==> src/hw/rtl/bfsp_pkg.sv <==
// bfsp_pkg: shared types, sizes and codes for the shortest-path block
// no dependencies; imported by bfsp_edge_store, bfsp_relax and the top level
package bfsp_pkg;

  localparam int VERT_DEPTH = 64;
  localparam int MAX_EDGES  = 256;

  localparam int VERT_AW = $clog2(VERT_DEPTH);
  localparam int EDGE_AW = (MAX_EDGES > 1) ? $clog2(MAX_EDGES) : 1;
  localparam int EDGE_CW = $clog2(MAX_EDGES + 1);
  localparam int VCNT_W  = 7;
  localparam int DIST_W  = 32;
  localparam int WGT_W   = 16;

  typedef enum logic [1:0] {
    FUNC_CLEAR  = 2'd0,
    FUNC_APPEND = 2'd1,
    FUNC_SOLVE  = 2'd2,
    FUNC_NONE   = 2'd3
  } func_t;

  typedef struct packed {
    logic [5:0]       from_v;
    logic [5:0]       to_v;
    logic [WGT_W-1:0] weight;
  } edge_t;

  // input word, lowest field in the lowest bits
  typedef struct packed {
    logic [5:0]       pad;
    logic [5:0]       source_vertex;
    logic [WGT_W-1:0] edge_weight;
    logic [5:0]       edge_to;
    logic [5:0]       edge_from;
  } in_word_t;

  typedef struct packed {
    logic              pad;
    logic              reachable;
    logic [DIST_W-1:0] distance;
    logic [5:0]        vertex;
  } out_word_t;

  typedef struct packed {
    logic              upd;
    logic [DIST_W-1:0] cand;
  } relax_t;

endpackage

==> src/hw/rtl/bfsp_relax.sv <==
// bfsp_relax: shared relax unit, saturating add of edge weight and compare
// depends on bfsp_pkg
module bfsp_relax
  import bfsp_pkg::*;
(
  input  logic [DIST_W-1:0] dist_a,
  input  logic [WGT_W-1:0]  weight,
  input  logic [DIST_W-1:0] dist_b,
  input  logic              reached_b,
  output relax_t            res
);

  logic signed [DIST_W:0]   sum;
  logic signed [DIST_W-1:0] cand;

  assign sum = $signed({dist_a[DIST_W-1], dist_a})
             + $signed({{(DIST_W + 1 - WGT_W){weight[WGT_W-1]}}, weight});

  always_comb begin
    if (sum[DIST_W] != sum[DIST_W-1]) begin
      // saturate towards the sign of the true sum
      cand = sum[DIST_W] ? {1'b1, {(DIST_W - 1){1'b0}}} : {1'b0, {(DIST_W - 1){1'b1}}};
    end else begin
      cand = sum[DIST_W-1:0];
    end
  end

  assign res.cand = cand;
  assign res.upd  = !reached_b || ($signed(dist_b) > cand);

endmodule

==> config.mk <==
export PLATFORM = sky130hd
export DESIGN_NAME = bfsp_relax
export DESIGN_NICKNAME = d
export VERILOG_FILES = /design/src/hw/rtl/bfsp_pkg.sv /design/src/hw/rtl/bfsp_relax.sv
export SDC_FILE = /design/constraint.sdc
export NUM_CORES = 1
export LEC_CHECK = 0
export ABC_AREA = 0
export BUFFER_PORTS_ARGS = -buffer_cell sky130_fd_sc_hd__buf_2
export CAP_MARGIN = 20
export CORE_ASPECT_RATIO = 1.1
export CORE_MARGIN = 2
export CORE_UTILIZATION = 50
export DETAILED_ROUTE_END_ITERATION = 6
export GPL_TIMING_DRIVEN = 0
export PLACE_DENSITY_LB_ADDON = 0.05
export SYNTH_ARGS = -nofsm -noshare
export SYNTH_HDL_FRONTEND = slang
export SYNTH_SLANG_ARGS = --single-unit
==> constraint.sdc <==
create_clock -name vclk -period 13.3
set_clock_uncertainty 0.15 [all_clocks]
set_input_delay 2.66 -clock vclk [all_inputs]
set_output_delay 2.66 -clock vclk [all_outputs]
set_load 0.1 [all_outputs]
==> impl_metrics.yaml <==
timing:
  setup_tns_ns: 0
  finalSetupViolCount: 0
  finalMaxSlewViolations: 0
  period_minus_slack_ns: 10.78
  worst_slew_pin_slew_ns: 0.6210
  rsz0062_at_grt: "no"
  hold_viol_final: 0
  period_share: 0.8106
  timing.final.ws_setup_ns: 2.519
  clock.fmax_ghz: 0.09275
  maxSlewHeadroom: 0.5860
logic_synthesis:
  yosysMostFrequentCell: "ha_1"
  synth.top_cell.area_share: 0.2726
  synth_nets: 538
  yosys_warnings: 0
  synth-seq-area-share: 0
  synth_area_leaders: "ha_1 27%, a21o_1 13%, a21oi_1 9.4%"
  synthTopCellsByCount: "64 x ha_1, 55 x a21oi_1, 52 x a21o_1"
  yosysUniqueCellTypes: 51
  synth_area_um2: 2938
  avgSynthCellArea_um2: 7.494
  synth_cells: 392
  synth_top_area_cell: "ha_1"
finish:
  drive_gt1_frac: 0.2628
  fin_cells: 583
  fin_nets: 654
  seq_cells: 0
  fin_util: 0.6288
  clockBufferCount: 0
  diodes: 0
  seqCellArea_um2: 0
  synthToLayoutAreaGrowth_pct: 22.70
critical_path:
  cp-start-kind: "input pin"
  arrival_ns: 7.97
  crit_end: "res[32]"
  startpoint: "weight[15]"
  cp_max_fo: 17
  crit_path_end_kind: "output pin"
  required_ns: 10.49
  critPathKind: "input pin to output pin"
detailed_routing:
  totalWireLength_um: 9055
  postRouteAntennaNets: 0
  drt_iter0_markers: 151
  drcViolationCount: 0
  first_pass_iters: 4
  vias: 3435
  post_drt_wl_per_cell_um: 15.53
  vias_per_cell: 5.892
place:
  place_hpwl_um: 7807
  dp.cells: 583
  gp_congestion: 0.9190
  pre_cts_slack_ns: 2.599
  io_buffers: 114
global_routing:
  globalRouteTotalUtil: 0.2688
  antenna_found_initial: 0
  overflow: 0
  grt_pass1_wl_um: 14780
  grt_max_degree: 18
  grt_pass1_vias: 3241
power_and_ir_drop:
  p_leak_nw: 1.985
  p_per_area_nw_per_um2: 141.9
  ir_drop_uv: 138.9
min_path:
  hp-class: "input pin to output pin"
floorplanning:
  pin_count: 114
  core_region_area_um2: 5733
  die_area_um2: 6506
  placementRows: 29
  dieWidth_um: 77.09
  start_util: 0.5124
  die_h_um: 84.40
job:
  maxCapViolCount: 0
cts:
  cts_resized: 0
  postCtsHoldBufs: 0
  cts_post_setup_buffers_inserted: 0
run_status:
  status: "completed"
-- cells in the final DEF (no fill, tap or decap), types with 8 or more instances in the layout --
master | Yosys | layout
buf_2 | 1 | 115
ha_1 | 64 | 64
a21oi_1 | 55 | 55
a21o_1 | 52 | 52
nor2_1 | 20 | 20
xnor2_1 | 20 | 20
nand2_1 | 18 | 18
o21ai_0 | 15 | 15
inv_1 | 13 | 13
o21a_1 | 12 | 12
xor2_1 | 10 | 10
nand4_1 | 9 | 9
nand3_1 | 8 | 8
and3_1 | 8 | 8
a31oi_1 | 8 | 8
-- critical path, stage by stage --
cell and delay [ns]:
buf_2 0.30, ha_1 0.36, a21o_1 0.23, a31o_2 0.26, a311o_1 0.34, a221o_1 0.38
o21ai_1 0.19, a21oi_1 0.23, inv_2 0.20, nand2_2 0.11, buf_4 0.19, a21oi_1 0.18
ha_1 0.28, a21o_1 0.19, a21o_1 0.17, a21oi_1 0.12, o21ai_0 0.10, a21o_1 0.17
a2111oi_0 0.51, nor2_1 0.10, o31ai_1 0.24, buf_2 0.46
-- logic make-up (layout without fill, tap and decap cells) --
group                      count (synthesis)  in the layout  share of synthesized area
and+or+nand+nor                           80             80                     0.1418
AOI/OAI and AO/OA                        184            184                     0.4174
muxes                                      3              3                    0.01065
adders and majority gates                 69             69                     0.2930
xor gates and xnor gates                  30             30                    0.08944
buffers and inverters                     26            140                    0.04770
-- where the power goes --
group,internal [mW],switching (mW),leakage [nW]
registers,0,0,0
clock network,0,0,0
logic,0.135,0.376,1.99
-- worst min path at each step --
stage / startpoint / endpoint / cells past startpoint
floorplan: reached_b / res[32] / 1
global placement: reached_b / res[32] / 3
detailed placement: reached_b / res[32] / 3
CTS: reached_b / res[32] / 3
global route: reached_b / res[32] / 3
finish: reached_b / res[32] / 3
-- layout make-up --
cell class / count / area (um2)
well taps: 77 / 96.34
fillers: 593 / 2128
inverters: 14 / 52.55
plain buffers: 12 / 87.58
repair buffers: 114 / 570.5
multi-input cells: 366 / 2798
-- per-layer routing --
| metal | GRT usage | wire length, um | vias up |
|---|---|---|---|
| li1 | - | - | 1760 |
| met1 | 0.3480 | 4203 | 1555 |
| met2 | 0.5024 | 4292 | 114 |
| met3 | 0.02366 | 497 | 6 |
| met4 | 0.02110 | 62 | 0 |
| met5 | 0 | 0 | - |
-- through the flow --
step / instance area [um2] / hold slack, ns / power [mW]
3_5_place_dp: 3605 / 5.577 / 0.5089
3_3_place_gp: 3605 / 5.576 / 0.5019
6_report: 3605 / 5.583 / 0.5116
4_1_cts: 3605 / 5.584 / 0.5110
5_1_grt: 3605 / 5.605 / 0.5461
2_1_floorplan: 2938 / 5.727 / 0.4179
Power figures use the tool's default switching activity.
